==> src/design/conv2d_zero_pad_relu_unit_defines.svh <==
// assertion macros shared by the conv2d unit modules
`ifndef CONV2D_ZERO_PAD_RELU_UNIT_DEFINES_SVH
`define CONV2D_ZERO_PAD_RELU_UNIT_DEFINES_SVH

// same-cycle implication, sampled on clk_i, off while in reset
`define CZPR_ASSERT_NOW(lbl, ante, cons, msg) \
  lbl: assert property (@(posedge clk_i) disable iff (!rst_ni) (ante) |-> (cons)) \
    else $error(msg);

// next-cycle implication, sampled on clk_i, off while in reset
`define CZPR_ASSERT_NEXT(lbl, ante, cons, msg) \
  lbl: assert property (@(posedge clk_i) disable iff (!rst_ni) (ante) |=> (cons)) \
    else $error(msg);

`endif

==> src/design/czpr_pkg.sv <==
// package: field widths, codes, defaults and shared types of the conv2d unit
package czpr_pkg;

  // fixed field widths
  localparam int unsigned CMD_W     = 2;
  localparam int unsigned COORD_W   = 6;
  localparam int unsigned CHAN_W    = 16;
  localparam int unsigned MAX_CHAN  = 3;
  localparam int unsigned ACT_W     = 39;
  localparam int unsigned CFG_W     = 7;
  localparam int unsigned CFG_IDX_W = 2;
  localparam int unsigned PROD_W    = 2 * CHAN_W;

  // clamped dimension widths, cover the full parameter ranges
  localparam int unsigned DIM_W     = 11;
  localparam int unsigned TAP_DIM_W = 4;

  // command codes
  localparam logic [CMD_W-1:0] CMD_PIXEL   = 2'd0;
  localparam logic [CMD_W-1:0] CMD_WEIGHT  = 2'd1;
  localparam logic [CMD_W-1:0] CMD_COMPUTE = 2'd2;

  // register indexes
  localparam logic [CFG_IDX_W-1:0] CFG_IMG_H = 2'd0;
  localparam logic [CFG_IDX_W-1:0] CFG_IMG_W = 2'd1;
  localparam logic [CFG_IDX_W-1:0] CFG_FLT_H = 2'd2;
  localparam logic [CFG_IDX_W-1:0] CFG_FLT_W = 2'd3;

  // register reset values
  localparam logic [CFG_W-1:0] RST_IMG_H = 7'd64;
  localparam logic [CFG_W-1:0] RST_IMG_W = 7'd64;
  localparam logic [CFG_W-1:0] RST_FLT_H = 7'd3;
  localparam logic [CFG_W-1:0] RST_FLT_W = 7'd3;

  // parameter defaults
  localparam int unsigned DEF_MAX_ROWS      = 64;
  localparam int unsigned DEF_MAX_COLS      = 64;
  localparam int unsigned DEF_MAX_TAPS_SIDE = 5;
  localparam int unsigned DEF_CHANNELS      = 3;
  localparam int unsigned DEF_PAD           = 1;
  localparam int unsigned DEF_STEP          = 1;

  // depth of the queue between front and back
  localparam int unsigned QUEUE_DEPTH = 2;

  typedef enum logic [1:0] {
    KIND_PIXEL,
    KIND_WEIGHT,
    KIND_COMPUTE
  } kind_e;

  typedef enum logic [1:0] {
    ST_IDLE,
    ST_RUN,
    ST_DRAIN,
    ST_DONE
  } back_state_e;

  // one classified item waiting for the back end
  typedef struct packed {
    kind_e                        kind;
    logic [COORD_W-1:0]           row;
    logic [COORD_W-1:0]           col;
    logic [MAX_CHAN*CHAN_W-1:0]   data;
  } entry_t;

  // clamped dimensions in use
  typedef struct packed {
    logic [DIM_W-1:0]     img_h;
    logic [DIM_W-1:0]     img_w;
    logic [TAP_DIM_W-1:0] flt_h;
    logic [TAP_DIM_W-1:0] flt_w;
  } dims_t;

endpackage

==> src/design/czpr_if.sv <==
// valid/ready channel interfaces for the item and result streams
interface czpr_in_if;
  import czpr_pkg::*;
  logic                      valid;
  logic                      ready;
  logic [CMD_W-1:0]          command;
  logic [COORD_W-1:0]        row;
  logic [COORD_W-1:0]        col;
  logic signed [CHAN_W-1:0]  chan0;
  logic signed [CHAN_W-1:0]  chan1;
  logic signed [CHAN_W-1:0]  chan2;

  modport source (output valid, command, row, col, chan0, chan1, chan2, input ready);
  modport sink   (input valid, command, row, col, chan0, chan1, chan2, output ready);
endinterface


==> src/design/czpr_front.sv <==
// front end: configuration registers, item acceptance and classification
module czpr_front #(
  parameter int unsigned MAX_ROWS      = czpr_pkg::DEF_MAX_ROWS,
  parameter int unsigned MAX_COLS      = czpr_pkg::DEF_MAX_COLS,
  parameter int unsigned MAX_TAPS_SIDE = czpr_pkg::DEF_MAX_TAPS_SIDE
) (
  input  logic                            clk_i,
  input  logic                            rst_ni,
  input  logic                            cfg_we_i,
  input  logic [czpr_pkg::CFG_IDX_W-1:0]  cfg_idx_i,
  input  logic [czpr_pkg::CFG_W-1:0]      cfg_data_i,
  czpr_in_if.sink                         in_i,
  output logic                            push_valid_o,
  input  logic                            push_ready_i,
  output czpr_pkg::entry_t                push_entry_o,
  output czpr_pkg::dims_t                 dims_o
);
  import czpr_pkg::*;

  logic [CFG_W-1:0] img_h_q, img_w_q, flt_h_q, flt_w_q;
  logic             keep;
  kind_e            kind;

  // register writes
  always_ff @(posedge clk_i or negedge rst_ni) begin
    if (!rst_ni) begin
      img_h_q <= RST_IMG_H;
      img_w_q <= RST_IMG_W;
      flt_h_q <= RST_FLT_H;
      flt_w_q <= RST_FLT_W;
    end else if (cfg_we_i) begin
      unique case (cfg_idx_i)
        CFG_IMG_H: img_h_q <= cfg_data_i;
        CFG_IMG_W: img_w_q <= cfg_data_i;
        CFG_FLT_H: flt_h_q <= {4'd0, cfg_data_i[2:0]};
        CFG_FLT_W: flt_w_q <= {4'd0, cfg_data_i[2:0]};
        default:   img_h_q <= img_h_q;
      endcase
    end
  end

  // clamp each dimension into 1 .. store size
  always_comb begin
    if (img_h_q == '0)                   dims_o.img_h = DIM_W'(1);
    else if (32'(img_h_q) > MAX_ROWS)    dims_o.img_h = DIM_W'(MAX_ROWS);
    else                                 dims_o.img_h = DIM_W'(img_h_q);
    if (img_w_q == '0)                   dims_o.img_w = DIM_W'(1);
    else if (32'(img_w_q) > MAX_COLS)    dims_o.img_w = DIM_W'(MAX_COLS);
    else                                 dims_o.img_w = DIM_W'(img_w_q);
    if (flt_h_q == '0)                   dims_o.flt_h = TAP_DIM_W'(1);
    else if (32'(flt_h_q) > MAX_TAPS_SIDE) dims_o.flt_h = TAP_DIM_W'(MAX_TAPS_SIDE);
    else                                 dims_o.flt_h = TAP_DIM_W'(flt_h_q);
    if (flt_w_q == '0)                   dims_o.flt_w = TAP_DIM_W'(1);
    else if (32'(flt_w_q) > MAX_TAPS_SIDE) dims_o.flt_w = TAP_DIM_W'(MAX_TAPS_SIDE);
    else                                 dims_o.flt_w = TAP_DIM_W'(flt_w_q);
  end

  // classify: writes outside their store and unknown commands are dropped
  always_comb begin
    kind = KIND_COMPUTE;
    keep = 1'b0;
    unique case (in_i.command)
      CMD_PIXEL: begin
        kind = KIND_PIXEL;
        keep = (32'(in_i.row) < MAX_ROWS) && (32'(in_i.col) < MAX_COLS);
      end
      CMD_WEIGHT: begin
        kind = KIND_WEIGHT;
        keep = (32'(in_i.row) < MAX_TAPS_SIDE) && (32'(in_i.col) < MAX_TAPS_SIDE);
      end
      CMD_COMPUTE: begin
        kind = KIND_COMPUTE;
        keep = 1'b1;
      end
      default: begin
        kind = KIND_COMPUTE;
        keep = 1'b0;
      end
    endcase
  end

  // a dropped beat is taken whenever the queue could take one
  assign in_i.ready         = push_ready_i;
  assign push_valid_o       = in_i.valid && keep;
  assign push_entry_o.kind  = kind;
  assign push_entry_o.row   = in_i.row;
  assign push_entry_o.col   = in_i.col;
  assign push_entry_o.data  = {in_i.chan2, in_i.chan1, in_i.chan0};

endmodule

==> src/flat_wrapper.sv <==
// flat-port wrapper written by rule: the top's interface ports become plain ports
module czpr_front_flat import czpr_pkg::*;
#(
  parameter int unsigned MAX_ROWS      = czpr_pkg::DEF_MAX_ROWS,
  parameter int unsigned MAX_COLS      = czpr_pkg::DEF_MAX_COLS,
  parameter int unsigned MAX_TAPS_SIDE = czpr_pkg::DEF_MAX_TAPS_SIDE
)
  (clk_i, rst_ni, cfg_we_i, cfg_idx_i, cfg_data_i, push_valid_o, push_ready_i, push_entry_o, dims_o, in_i_valid, in_i_command, in_i_row, in_i_col, in_i_chan0, in_i_chan1, in_i_chan2, in_i_ready);
  czpr_in_if in_i_i ();
  input  logic clk_i;
  input  logic rst_ni;
  input  logic cfg_we_i;
  input  logic [czpr_pkg::CFG_IDX_W-1:0] cfg_idx_i;
  input  logic [czpr_pkg::CFG_W-1:0] cfg_data_i;
  output logic push_valid_o;
  input  logic push_ready_i;
  output czpr_pkg::entry_t push_entry_o;
  output czpr_pkg::dims_t dims_o;
  input wire logic [$bits(in_i_i.valid)-1:0] in_i_valid;
  input wire logic [$bits(in_i_i.command)-1:0] in_i_command;
  input wire logic [$bits(in_i_i.row)-1:0] in_i_row;
  input wire logic [$bits(in_i_i.col)-1:0] in_i_col;
  input wire logic [$bits(in_i_i.chan0)-1:0] in_i_chan0;
  input wire logic [$bits(in_i_i.chan1)-1:0] in_i_chan1;
  input wire logic [$bits(in_i_i.chan2)-1:0] in_i_chan2;
  output wire logic [$bits(in_i_i.ready)-1:0] in_i_ready;
  assign in_i_i.valid = in_i_valid;
  assign in_i_i.command = in_i_command;
  assign in_i_i.row = in_i_row;
  assign in_i_i.col = in_i_col;
  assign in_i_i.chan0 = in_i_chan0;
  assign in_i_i.chan1 = in_i_chan1;
  assign in_i_i.chan2 = in_i_chan2;
  assign in_i_ready = in_i_i.ready;
  czpr_front #(.MAX_ROWS(MAX_ROWS), .MAX_COLS(MAX_COLS), .MAX_TAPS_SIDE(MAX_TAPS_SIDE)) u_core (.clk_i(clk_i), .rst_ni(rst_ni), .cfg_we_i(cfg_we_i), .cfg_idx_i(cfg_idx_i), .cfg_data_i(cfg_data_i), .in_i(in_i_i), .push_valid_o(push_valid_o), .push_ready_i(push_ready_i), .push_entry_o(push_entry_o), .dims_o(dims_o));
endmodule
==> config.mk <==
export PLATFORM = sky130hd
export DESIGN_NAME = czpr_front_flat
export DESIGN_NICKNAME = d
export VERILOG_FILES = /design/src/design/conv2d_zero_pad_relu_unit_defines.svh /design/src/design/czpr_pkg.sv /design/src/design/czpr_if.sv /design/src/design/czpr_front.sv /design/src/flat_wrapper.sv
export SDC_FILE = /design/constraint.sdc
export NUM_CORES = 1
export LEC_CHECK = 0
export ABC_AREA = 0
export BUFFER_PORTS_ARGS = -buffer_cell sky130_fd_sc_hd__buf_2
export CAP_MARGIN = 30
export CORE_ASPECT_RATIO = 1.2
export CORE_MARGIN = 2
export CORE_UTILIZATION = 32
export CTS_BUF_LIST = sky130_fd_sc_hd__clkbuf_4 sky130_fd_sc_hd__clkbuf_8
export DETAILED_ROUTE_END_ITERATION = 7
export PLACE_DENSITY_LB_ADDON = 0.2
export SETUP_SLACK_MARGIN = 0.05
export SLEW_MARGIN = 20
export SYNTH_ARGS = -nofsm -noshare
export SYNTH_HDL_FRONTEND = slang
export SYNTH_SLANG_ARGS = --single-unit
==> constraint.sdc <==
create_clock -name clk_i -period 0.8 [get_ports clk_i]
set_input_delay 0.12 -clock clk_i [delete_from_list [all_inputs] [get_ports clk_i]]
set_output_delay 0.12 -clock clk_i [all_outputs]
set_load 0.005 [all_outputs]
## Yosys cells after proc, flatten, opt, wreduce, memory -nomap -nowiden

Cells that the tools add are included.

- Bits in registers: 20
- Output and inout bits: 94
- Word-level logic and storage cells: 38

- Order comparisons: 6
- Eq/ne operators: 5
- Muxes and demuxes: 10
- Reductions and logical operators: 13

Operator list:

| cell | number |
|---|---|
| $logic_not A7 Y1 | 4 |
| $mux W11 | 2 |
| $gt A7 B7 Y1 const B | 2 |
| $mux W7 | 2 |
| $lt A6 B3 Y1 const B | 2 |
| $mux W4 | 2 |
| $reduce_and A2 Y1 | 4 |
| $eq A2 B2 Y1 const B | 3 |
| $gt A3 B3 Y1 const B | 2 |
| $mux W3 | 2 |
| $eq A2 B1 Y1 const B | 2 |
| $logic_not A2 Y1 | 2 |
| $pmux W2 S2 | 1 |
| $logic_and A1 B1 Y1 | 2 |
| $pmux W1 S2 | 1 |
| $reduce_or A2 Y1 | 1 |

## Depth between registers and ports, before layout

Gate-level depths: netlist of the first run.

- Word-level depth: 4
- Mapped depth: 3
- Mapped depth without buffers: 3

## Worst setup path before layout of the first run

OpenSTA, ideal clock, no wires.

- Path type: input to register
- Start point: input cfg_idx_i[1] in the netlist's numbering
- End point: register u_core.img_h_q[0]
- Library setup time: 0.125 ns
- Arrival time: 0.792 ns
- Slack: -0.117 ns
- Cell stages on the path: 2
- Buffers on the path: 0
- Path through: nor3b_4 mux2_2

- Cells in the longest elaborated chain, start to end: 2

RTL lines:

| what | line | text |
|---|---|---|
| start: declaration | flat_wrapper.sv:13 | `input logic [czpr_pkg::CFG_IDX_W-1:0] cfg_idx_i;` |
| $logic_not A2 Y1 | czpr_front.sv:32 | `unique case (cfg_idx_i)` |
| $reduce_and A2 Y1 (no source line) | - |  |
| end signal: assignment | czpr_front.sv:33 | `CFG_IMG_H: img_h_q <= cfg_data_i;` |
| end signal: assignment | czpr_front.sv:37 | `default: img_h_q <= img_h_q;` |
| end: declaration | czpr_front.sv:20 | `logic [CFG_W-1:0] img_h_q, img_w_q, flt_h_q, flt_w_q;` |

Every way passes these cells.
A chain may end at the register's enable or synchronous reset.

==> results of run 1 <==
-- layout make-up --
class | instances | area (um^2) | area share [%]
Tap cell | 58 | 72.6 | 4.08
Sequential cell | 20 | 510 | 28.7
Clock buffer | 3 | 41.3 | 2.32
Multi-Input combinational cell | 65 | 608 | 34.2
Timing Repair Buffer | 80 | 547 | 30.7
-- registers in the layout, indices dropped and copies added (netlist names) --
| register | cells |
|---|---|
| u_core.flt_h_q | 3 |
| u_core.flt_w_q | 3 |
| u_core.img_h_q | 7 |
| u_core.img_w_q | 7 |
-- metrics by stage --
stage / cell area (um^2) / instances / hold slack [ns] / worst slack [ns]
2_1_floorplan: 1570 / 161 / -0.176 / -0.117
3_3_place_gp: 1500 / 218 / 0.0855 / -0.273
3_5_place_dp: 1500 / 218 / 0.0953 / -0.284
4_1_cts: 1690 / 225 / 0.110 / -0.457
5_1_grt: 1780 / 226 / 0.128 / -0.550
6_report: 1780 / 226 / 0.121 / -0.462
-- cells in the mapped netlist (2+ instances only) --
cell type / count
buf_4: 71
nor3_1: 3
dfrtp_1: 14
nor2b_1: 15
clkbuf_1: 5
nor2_1: 4
dfstp_2: 6
a21oi_1: 2
o21ai_0: 2
mux2_2: 20
o21bai_1: 2
-- how the worst max path moves through the flow --
stage	start	end	slack (ns)
3_3_place_gp	cfg_idx_i[1]	u_core.img_h_q[3]	-0.27
5_1_grt	u_core.img_w_q[3]	dims_o[8]	-0.55
2_1_floorplan	cfg_idx_i[1]	u_core.img_h_q[0]	-0.12
3_5_place_dp	cfg_idx_i[1]	u_core.img_h_q[4]	-0.28
4_1_cts	u_core.flt_h_q[1]	dims_o[4]	-0.46
6_report	u_core.img_w_q[3]	dims_o[8]	-0.46
-- repair_timing --
action | 4_1_cts | 5_1_grt
endpoints found under the hold margin | 14 | 0
hold buffers | 1 | 0
resized for setup | 26 | 26
gates cloned | 0 | 0
pin swaps | 4 | 5
buffers inserted | 3 | 5
setup endpoints to repair | 37 | 61
-- logic make-up (layout without fill, tap and decap cells) --
family	after synthesis	in the layout	synth area share, %
buffers and inverters	76	83	36.5
and+or+nand+nor	28	28	11.8
muxes	20	20	14.9
DFF	20	20	33.6
AOI/OAI and AO/OA	7	7	2.82
other	1	10	0.248
-- critical path, stage by stage, from the launching register on --
cell and delay [ns]:
dfrtp_1 0.39, nor3_2 0.20, a21oi_1 0.09, nor2_1 0.09, buf_2 0.12
-- placed cells by master, fill, tap and decap left out, drive strengths merged --
master,n
clkbuf,4
nand4,1
buf,78
nor3,3
a21oi,2
dlygate4sd3,1
a21boi,1
o21bai,2
nor2b,15
mux2,20
nand3b,2
dfrtp,14
o21ai,2
nand3,1
conb,10
nor3b,1
dfstp,6
nor2,4
nor4,1
-- layer usage --
| layer | global-route usage, % | vias to the layer above | part of all wire [%] |
|---|---|---|---|
| li1 | - | 443 | - |
| met1 | 14.2 | 491 | 40 |
| met2 | 20.1 | 85 | 46 |
| met3 | 4.67 | 12 | 13 |
| met4 | 3.06 | 0 | 1.5 |
| met5 | 0 | - | 0 |
-- report_power, final --
| part | leakage (nW) | internal [W] | switching (W) |
|---|---|---|---|
| Clock | 0.0216 | 0.000334 | 0.000306 |
| Sequential | 0.227 | 0.00125 | 0.000201 |
| Combinational | 0.675 | 0.000849 | 0.000408 |
| Total | 0.923 | 0.00244 | 0.000915 |
==> results.ini, run 1 <==
[routing]
drtIter0Drc = 2
viasPerCell = 4.56
postRouteAntennaNets = 0
num_vias = 1031
wl_per_cell_um = 14.9
drc_errors = 0
totalWireLength_mm = 3.36
first_pass_iters = 4

[power]
powerDensity_nw_per_um2 = 1880
ir_worst_vdd_v = 0.000942
leakage_nw = 0.923
power_w = 0.00335

[place]
hpwl_mm = 2.52
port_buffers = 61
gp_congestion = 0.663

[timing]
timing.final.crit_share_pct = 158
setup_viol = 32
rsz0062_at_grt = true
setup-tns-final_ns = -8.67
hold_viol = 0
fin_crit_ns = 1.26
fmax_mhz = 792
slew_viol_final = 0
setup_slack_ns = -0.462
finClkSkew_ns = 0

[critical_path]
r2r_cells = 3
worstPathMaxFanout = 2
rrSetupSlack_ns = -0.19
crit_type = reg2out
r2r-start = u_core.img_w_q[3]
cp.arrival_ns = 1.14
end_kind = primary output
crit_required_ns = 0.68
start_kind = flip-flop
r2r_end = u_core.img_w_q[3]

[cells_and_area]
nNetsFinal = 246
n_antenna_cell = 0
drive_gt1_share_pct = 70.2
n_fill_cell = 470
postLayoutCoreUtil_pct = 39.0
syn_to_final_growth_pct = 17.8

[floorplan]
initial_utilization_pct = 33.1
die_h_um = 79.3
num_rows = 27
chipWidth_um = 66.7
die_area_um2 = 5290
fp.coreArea_um2 = 4560
top_level_ports = 170

[logic_synthesis]
synth_top_area_cell = buf_4
yosysWarnings = 0
seq_area_frac_synth_pct = 33.6
yosys-top-cells-area = buf_4 (35%), dfrtp_1 (23%), mux2_2 (15%)
postSynthCellCount = 152
synth_ff_type = dfrtp_1
synth-seq-cells = 20
synth_edf_count = 0
async_flop_share_pct = 100
syn_area_per_cell_um2 = 9.94
synth.top_cell.area_share_pct = 35.3
synth_area_um2 = 1510
synthDistinctLibCells = 19

[global_routing]
grt_pass1_wl_mm = 4.98
grt_pass1_vias = 1052
grt_start_max_net_pins = 21
antenna_found_initial = 0
grt_usage_pct = 12.0
overflow = 0

[outcome]
outcome = finished, violations left
failed_checks = setup timing

[clocking]
clk_path_buf_depth = 2
clockRootBuffer = clkbuf_8
cts_made_buffers = 3
worstSkewPairLatency_ns = 0.25
cts_sinks = 20
clk_pin_slew_worst_paths_ns = 0.07
htreeDepth = 1
cts_tree = built

[hold_path]
min-delay-start = cfg_data_i[5]
hp-class = in2reg
hold_depth = 2
holdPathEnd = u_core.img_w_q[5]

[job]
cap_violations = 0

(Power assumes the default switching activity.)
==> inputs of run 2 (changes only) <==
- CELL_PAD_IN_SITES_DETAIL_PLACEMENT: not set -> 1
- CELL_PAD_IN_SITES_GLOBAL_PLACEMENT: not set -> 1
- CORE_ASPECT_RATIO: 1.2 -> not set
- CORE_UTILIZATION: 32 -> 20
- CTS_BUF_LIST: sky130_fd_sc_hd__clkbuf_4 sky130_fd_sc_hd__clkbuf_8 -> sky130_fd_sc_hd__clkbuf_8
==> run 2 against run 1 <==
Against the previous run: the flow still finishes with violations (setup timing); global-route usage is 1.6 points lower; wire length is 32% higher; final cell count is 23% higher; cell area is 7.2% higher; clock skew stayed put; maximum frequency hardly changed; sequential share of layout area is 2.0 points lower; worst hold slack worse by 0.0071 ns; first-iteration DRC count grew to 4.0 times the previous value; critical endpoint is now dims_o[10]; largest cell class is now buffers.
==> results.ini, run 2 (same netlist as run 1, synthesis figures left out) <==
[floorplan]
num_rows = 31  ; was 27
top_level_ports = 170  ; unchanged
initial_utilization_pct = 20.7  ; was 33.1%
fp.coreArea_um2 = 7290  ; was 4560 um^2
die_area_um2 = 8260  ; was 5290 um^2
die_h_um = 90.9  ; was 79.3 um
chipWidth_um = 90.9  ; was 66.7 um

[outcome]
outcome = finished, violations left  ; unchanged
failed_checks = setup timing  ; unchanged

[clocking]
cts_sinks = 20  ; unchanged
cts_tree = built  ; unchanged
clk_pin_slew_worst_paths_ns = 0.08  ; was 0.07 ns
clk_path_buf_depth = 2  ; unchanged
cts_made_buffers = 3  ; unchanged
worstSkewPairLatency_ns = 0.25  ; about the same
htreeDepth = 1  ; unchanged
clockRootBuffer = clkbuf_8  ; unchanged

[routing]
first_pass_iters = 2  ; was 4
drtIter0Drc = 8  ; was 2
totalWireLength_mm = 4.43  ; was 3.36 mm
num_vias = 1082  ; was 1031
postRouteAntennaNets = 0  ; unchanged
viasPerCell = 3.88  ; was 4.56
drc_errors = 0  ; unchanged
wl_per_cell_um = 15.9  ; was 14.9 um

[cells_and_area]
n_antenna_cell = 0  ; unchanged
n_fill_cell = 875  ; was 470
layout_commonest_cell = buf_2  ; unchanged
nNetsFinal = 257  ; was 246
drive_gt1_share_pct = 72.2  ; was 70.2%
layout_common_cells = buf_2 (55), buf_6 (16), buf_4 (16)  ; was buf_2 (54), mux2_4 (18), buf_6 (17)
top_regs = u_core.img_h_q: 7 flops, u_core.img_w_q: 7 flops  ; unchanged
syn_to_final_growth_pct = 26.3  ; was 17.8%
design_area_um2 = 1910  ; was 1780 um^2

[critical_path]
end_kind = primary output  ; unchanged
crit_required_ns = 0.68  ; about the same
rrSetupSlack_ns = -0.20  ; was -0.19 ns
crit_type = reg2out  ; unchanged
r2r_end = u_core.img_w_q[2]  ; was u_core.img_w_q[3]
cp.arrival_ns = 1.14  ; about the same
start_kind = flip-flop  ; unchanged
setup.worst_path.end = dims_o[10]  ; was dims_o[8]
startpoint = u_core.img_w_q[2]  ; was u_core.img_w_q[3]
worstPathMaxFanout = 2  ; unchanged
r2r_cells = 3  ; unchanged
r2r-start = u_core.img_w_q[2]  ; was u_core.img_w_q[3]

[power]
pwr-share-seq_pct = 41.4  ; was 43.4%
p_clk_share_pct = 22.0  ; was 19.1%
power_w = 0.00348  ; was 0.00335 W
ir_worst_vdd_v = 0.000792  ; was 0.000942 V
leakage_nw = 0.964  ; was 0.923 nW
p_switching_w = 0.000944  ; was 0.000915 W
p_int_w = 0.00253  ; was 0.00244 W
power_frac_comb_pct = 36.6  ; was 37.5%
swShare_pct = 27.2  ; was 27.3%
powerDensity_nw_per_um2 = 1820  ; was 1880 nW/um^2

[place]
port_buffers = 61  ; unchanged
hpwl_mm = 3.67  ; was 2.52 mm
gp_congestion = 0.726  ; was 0.663
placed_area_um2 = 1640  ; was 1500 um^2

[global_routing]
grt_pass1_vias = 1220  ; was 1052
overflow = 0  ; unchanged
antenna_found_initial = 0  ; unchanged
grt_pass1_wl_mm = 6.91  ; was 4.98 mm
grt_usage_pct = 10.4  ; was 12.0%
grt_start_max_net_pins = 21  ; unchanged

[timing]
setup_viol = 32  ; unchanged
hold_ws_ns = 0.113  ; was 0.121 ns
setup-tns-final_ns = -8.62  ; was -8.67 ns
rsz0062_at_grt = true  ; unchanged
fmax_mhz = 793  ; was 792 MHz
setup_slack_ns = -0.461  ; was -0.462 ns
timing.final.crit_share_pct = 158  ; about the same
hold_viol = 0  ; unchanged
fin_crit_ns = 1.26  ; about the same
finClkSkew_ns = 0  ; unchanged
slew_viol_final = 0  ; unchanged

[job]
cap_violations = 0  ; unchanged

[hold_path]
hp-class = in2reg  ; unchanged

[run 2: cell count changes in the layout (fill, tap and decap cells not counted), sizes merged]
cell	change
clkbuf	+1
buf	+11
[run 2: what timing repair did]
item,in CTS,in global routing
setup buffers,2,3
endpoints found under the setup margin,38,41
gates resized for setup,29,15
hold endpoints to repair,14,0
pin swaps,6,5
hold buffers,1,0
[run 2: metal layers]
metal  share of wire, %  track usage (%)
met5                  0                0
met4                2.9             4.04
met3                 12             4.26
met2                 50             18.7
met1                 34             10.8
[run 2: per-stage QoR]
stage / std cells / utilization (%) / setup slack, ns
after floorplan: 161 / - / -0.117
after global placement: 270 / 22.4 / -0.349
after detailed placement: 270 / 22.4 / -0.378
after CTS: 277 / 25.3 / -0.463
after global routing: 279 / 26.2 / -0.530
final: 279 / 26.2 / -0.461
[run 2: worst min path at each step]
stage                              from                end  slack [ns]  cells after the start
after floorplan                  rst_ni  u_core.flt_h_q[2]       -0.18                      0
after global placement           rst_ni  u_core.img_h_q[3]        0.09                      1
after detailed placement         rst_ni  u_core.img_h_q[0]        0.10                      1
after CTS                 cfg_data_i[3]  u_core.img_h_q[3]        0.11                      2
after global routing      cfg_data_i[3]  u_core.img_w_q[3]        0.11                      2
final                     cfg_data_i[3]  u_core.img_w_q[3]        0.11                      2
[run 2: power by group through the flow]
stage          clock network, W  registers (W)  logic (W)
6_report               0.000764        0.00144    0.00127
3_3_place_gp                  0        0.00141    0.00102
5_1_grt                0.000852        0.00148    0.00139
2_1_floorplan                 0        0.00138   0.000741
3_5_place_dp                  0        0.00143    0.00103
4_1_cts                0.000802        0.00143    0.00121
[run 2: area by class of cell]
cell class | count | area, um^2 | area share, %
repair buffers | 91 | 623 | 32.7
multi-input cells | 65 | 597 | 31.3
flip-flops and latches | 20 | 509 | 26.7
clock buffers | 4 | 55.1 | 2.89
well taps | 99 | 124 | 6.49
[run 2: worst max-delay path: stages, from the launching register on]
cell and delay [ns]:
dfrtp_1 0.40, buf_4 0.14, buf_6 0.11, nor2b_1 0.12
buf_2 0.12
==> inputs of run 3 (changes only) <==
- ABC_AREA: 0 -> 1
- CORE_UTILIZATION: 20 -> 21
==> run 3 against run 2 <==
Against the previous run: the flow still finishes with violations (setup timing); wire length fell by 13%; largest cell class unchanged; die area rose by 3.7%; sequential share of layout area fell by 2.0 points; sequential cell count did not move; clock power fell by 1%; via count rose by 19%; utilization rose by 0.83 points; power rose by 2.9%; clock skew did not move; critical endpoint is now dims_o[13].
==> results.ini, run 3 <==
[outcome]
outcome = finished, violations left  ; unchanged
failed_checks = setup timing  ; unchanged

[timing]
rsz0062_at_grt = true  ; unchanged
setup_slack_ns = -0.572  ; was -0.461 ns
setup_viol = 25  ; was 32
setup-tns-final_ns = -9.05  ; was -8.62 ns
timing.final.crit_share_pct = 172  ; was 158%
hold_ws_ns = 0.153  ; was 0.113 ns
finClkSkew_ns = 0  ; unchanged
hold_viol = 0  ; unchanged
slew_viol_final = 0  ; unchanged
fin_crit_ns = 1.37  ; was 1.26 ns
fmax_mhz = 729  ; was 793 MHz

[cells_and_area]
postLayoutCoreUtil_pct = 27.0  ; was 26.2%
syn_to_final_growth_pct = 25.4  ; was 26.3%
top_regs = u_core.img_h_q: 7 flops, u_core.img_w_q: 7 flops  ; unchanged
nNetsFinal = 317  ; was 257
layout_commonest_cell = buf_2  ; unchanged
layout_common_cells = buf_2 (52), inv_1 (21), buf_6 (20)  ; was buf_2 (55), buf_6 (16), buf_4 (16)
n_antenna_cell = 0  ; unchanged
drive_gt1_share_pct = 65.0  ; was 72.2%

[logic_synthesis]
synth.top_cell.area_share_pct = 32.4  ; was 35.3%
synth-seq-cells = 20  ; unchanged
seq_area_frac_synth_pct = 30.9  ; was 33.6%
synth_top_cells_by_count = buf_4 (71), nand2_1 (29), inv_1 (28), nor2_1 (27)  ; was buf_4 (71), mux2_2 (20), nor2b_1 (15), dfrtp_1 (14), dfstp_2 (6)
postSynthCellCount = 218  ; was 152
synth_ff_type = dfrtp_1  ; unchanged
synth_area_um2 = 1650  ; was 1510 um^2
synth_top_area_cell = buf_4  ; unchanged
synth.most_common_cell = buf_4  ; unchanged
syn_area_per_cell_um2 = 7.55  ; was 9.94 um^2
synth_edf_count = 0  ; unchanged
synthDistinctLibCells = 18  ; was 19
async_flop_share_pct = 100  ; unchanged
yosysWarnings = 0  ; unchanged
yosys-top-cells-area = buf_4 (32%), dfrtp_1 (21%), dfstp_2 (9.6%)  ; was buf_4 (35%), dfrtp_1 (23%), mux2_2 (15%)

[critical_path]
end_kind = primary output  ; unchanged
r2r-start = u_core.img_w_q[6]  ; was u_core.img_w_q[2]
start_kind = flip-flop  ; unchanged
cp.arrival_ns = 1.25  ; was 1.14 ns
worstPathMaxFanout = 4  ; was 2
startpoint = u_core.img_w_q[5]  ; was u_core.img_w_q[2]
crit_required_ns = 0.68  ; about the same
crit_type = reg2out  ; unchanged

[power]
powerDensity_nw_per_um2 = 1730  ; was 1820 nW/um^2
leakage_nw = 1.06  ; was 0.964 nW
ir_worst_vdd_v = 0.000529  ; was 0.000792 V

[clocking]
htreeDepth = 1  ; unchanged
clockRootBuffer = clkbuf_8  ; unchanged
cts_made_buffers = 3  ; unchanged
cts_tree = built  ; unchanged
clk_pin_slew_worst_paths_ns = 0.07  ; was 0.08 ns
worstSkewPairLatency_ns = 0.25  ; about the same
cts_sinks = 20  ; unchanged
clk_path_buf_depth = 2  ; unchanged

[hold_path]
hp-class = in2reg  ; unchanged
min-delay-start = cfg_data_i[6]  ; was cfg_data_i[3]

[global_routing]
overflow = 0  ; unchanged
grt_usage_pct = 8.70  ; was 10.4%
grt_pass1_wl_mm = 6.02  ; was 6.91 mm
grt_pass1_vias = 1293  ; was 1220
antenna_found_initial = 0  ; unchanged
grt_start_max_net_pins = 21  ; unchanged

[routing]
postRouteAntennaNets = 0  ; unchanged
num_vias = 1289  ; was 1082
totalWireLength_mm = 3.85  ; was 4.43 mm
drc_errors = 0  ; unchanged
drtIter0Drc = 27  ; was 8
wl_per_cell_um = 11.3  ; was 15.9 um
viasPerCell = 3.77  ; was 3.88
first_pass_iters = 3  ; was 2

[floorplan]
num_rows = 32  ; was 31
top_level_ports = 170  ; unchanged
chipWidth_um = 92.6  ; was 90.9 um
initial_utilization_pct = 21.5  ; was 20.7%
fp.coreArea_um2 = 7650  ; was 7290 um^2
die_h_um = 92.6  ; was 90.9 um
die_area_um2 = 8570  ; was 8260 um^2

[place]
port_buffers = 61  ; unchanged
dp_worst_setup_slack_ns = -0.438  ; was -0.378 ns
gp_congestion = 0.679  ; was 0.726
hpwl_mm = 2.99  ; was 3.67 mm

[job]
cap_violations = 0  ; unchanged

==> run 3: changes by cell type in the layout (fill, tap and decap cells not counted), sizes merged, moves of 15 or more <==
cell / change
inv: +28
mux2: -20
nor2b: -15
nand2: +29
nor2: +23
o21ai: +21
==> run 3: layer usage <==
metal	up-vias	wire length, um	track usage (%)
li1	626	-	-
met5	-	0	0
met2	63	1860	14.7
met4	0	94	3.86
met3	14	354	2.44
met1	586	1530	10.3
==> run 3: logic make-up after synthesis <==
kind of cell,Yosys count,share of synthesized area (%)
AO/OA/AOI/OAI,25,10.8
buffers and inverters,106,41.3
flip-flops,20,30.9
other,1,0.228
AND/OR/NAND/NOR,66,16.9
==> run 3: metrics by stage <==
stage	power, W	area [um^2]	instances
CTS	0.00344	1910	339
detailed placement	0.00249	1730	332
global placement	0.00248	1730	332
finish	0.00358	2060	342
global route	0.00388	2060	342
floorplan	0.00212	1680	227
==> run 3: cell type report <==
| class | instances | area [um^2] |
|---|---|---|
| inverter | 28 | 108 |
| tap | 102 | 128 |
| sequential | 20 | 509 |
| timing repair buffer | 87 | 638 |
| fill | 929 | 5580 |
| multi-input combinational | 101 | 627 |
| clock buffer | 4 | 55.1 |
==> run 3: worst max-delay path: stages (launching register included) <==
cell and delay, ns:
dfrtp_1 0.39, nor2_2 0.14, nand4_1 0.10, nand2_2 0.11
inv_4 0.06, nor2_4 0.09, buf_2 0.11
==> run 3: power breakdown <==
group | total (W) | internal, W | switching, W
clock network | 0.000756 | 0.000437 | 0.000319
registers | 0.00135 | 0.00121 | 0.000143
logic | 0.00147 | 0.000791 | 0.000674
total | 0.00358 | 0.00244 | 0.00114
==> run 3: worst paths after layout <==
| path | to | slack, ns | depth (start not counted) |
|---|---|---|---|
| setup / recovery | dims_o[13] | -0.57 | 6 |
| hold / removal | u_core.img_h_q[6] | 0.15 | 3 |
| setup reg to reg | u_core.img_w_q[6] | -0.13 | 4 |
| hold reg to reg | u_core.img_w_q[2] | 0.49 | 2 |
| max in group asynchronous | u_core.img_w_q[6] | 0.26 | 3 |
| min in group asynchronous | u_core.img_h_q[1] | 0.32 | 3 |
==> run 3: repair_timing <==
item	CTS	global route
endpoints found under the setup margin	29	37
buffers inserted	3	6
hold buffers	1	0
hold endpoints to repair	20	0
pin swaps	17	16
gates cloned	0	0
resized for setup	31	47
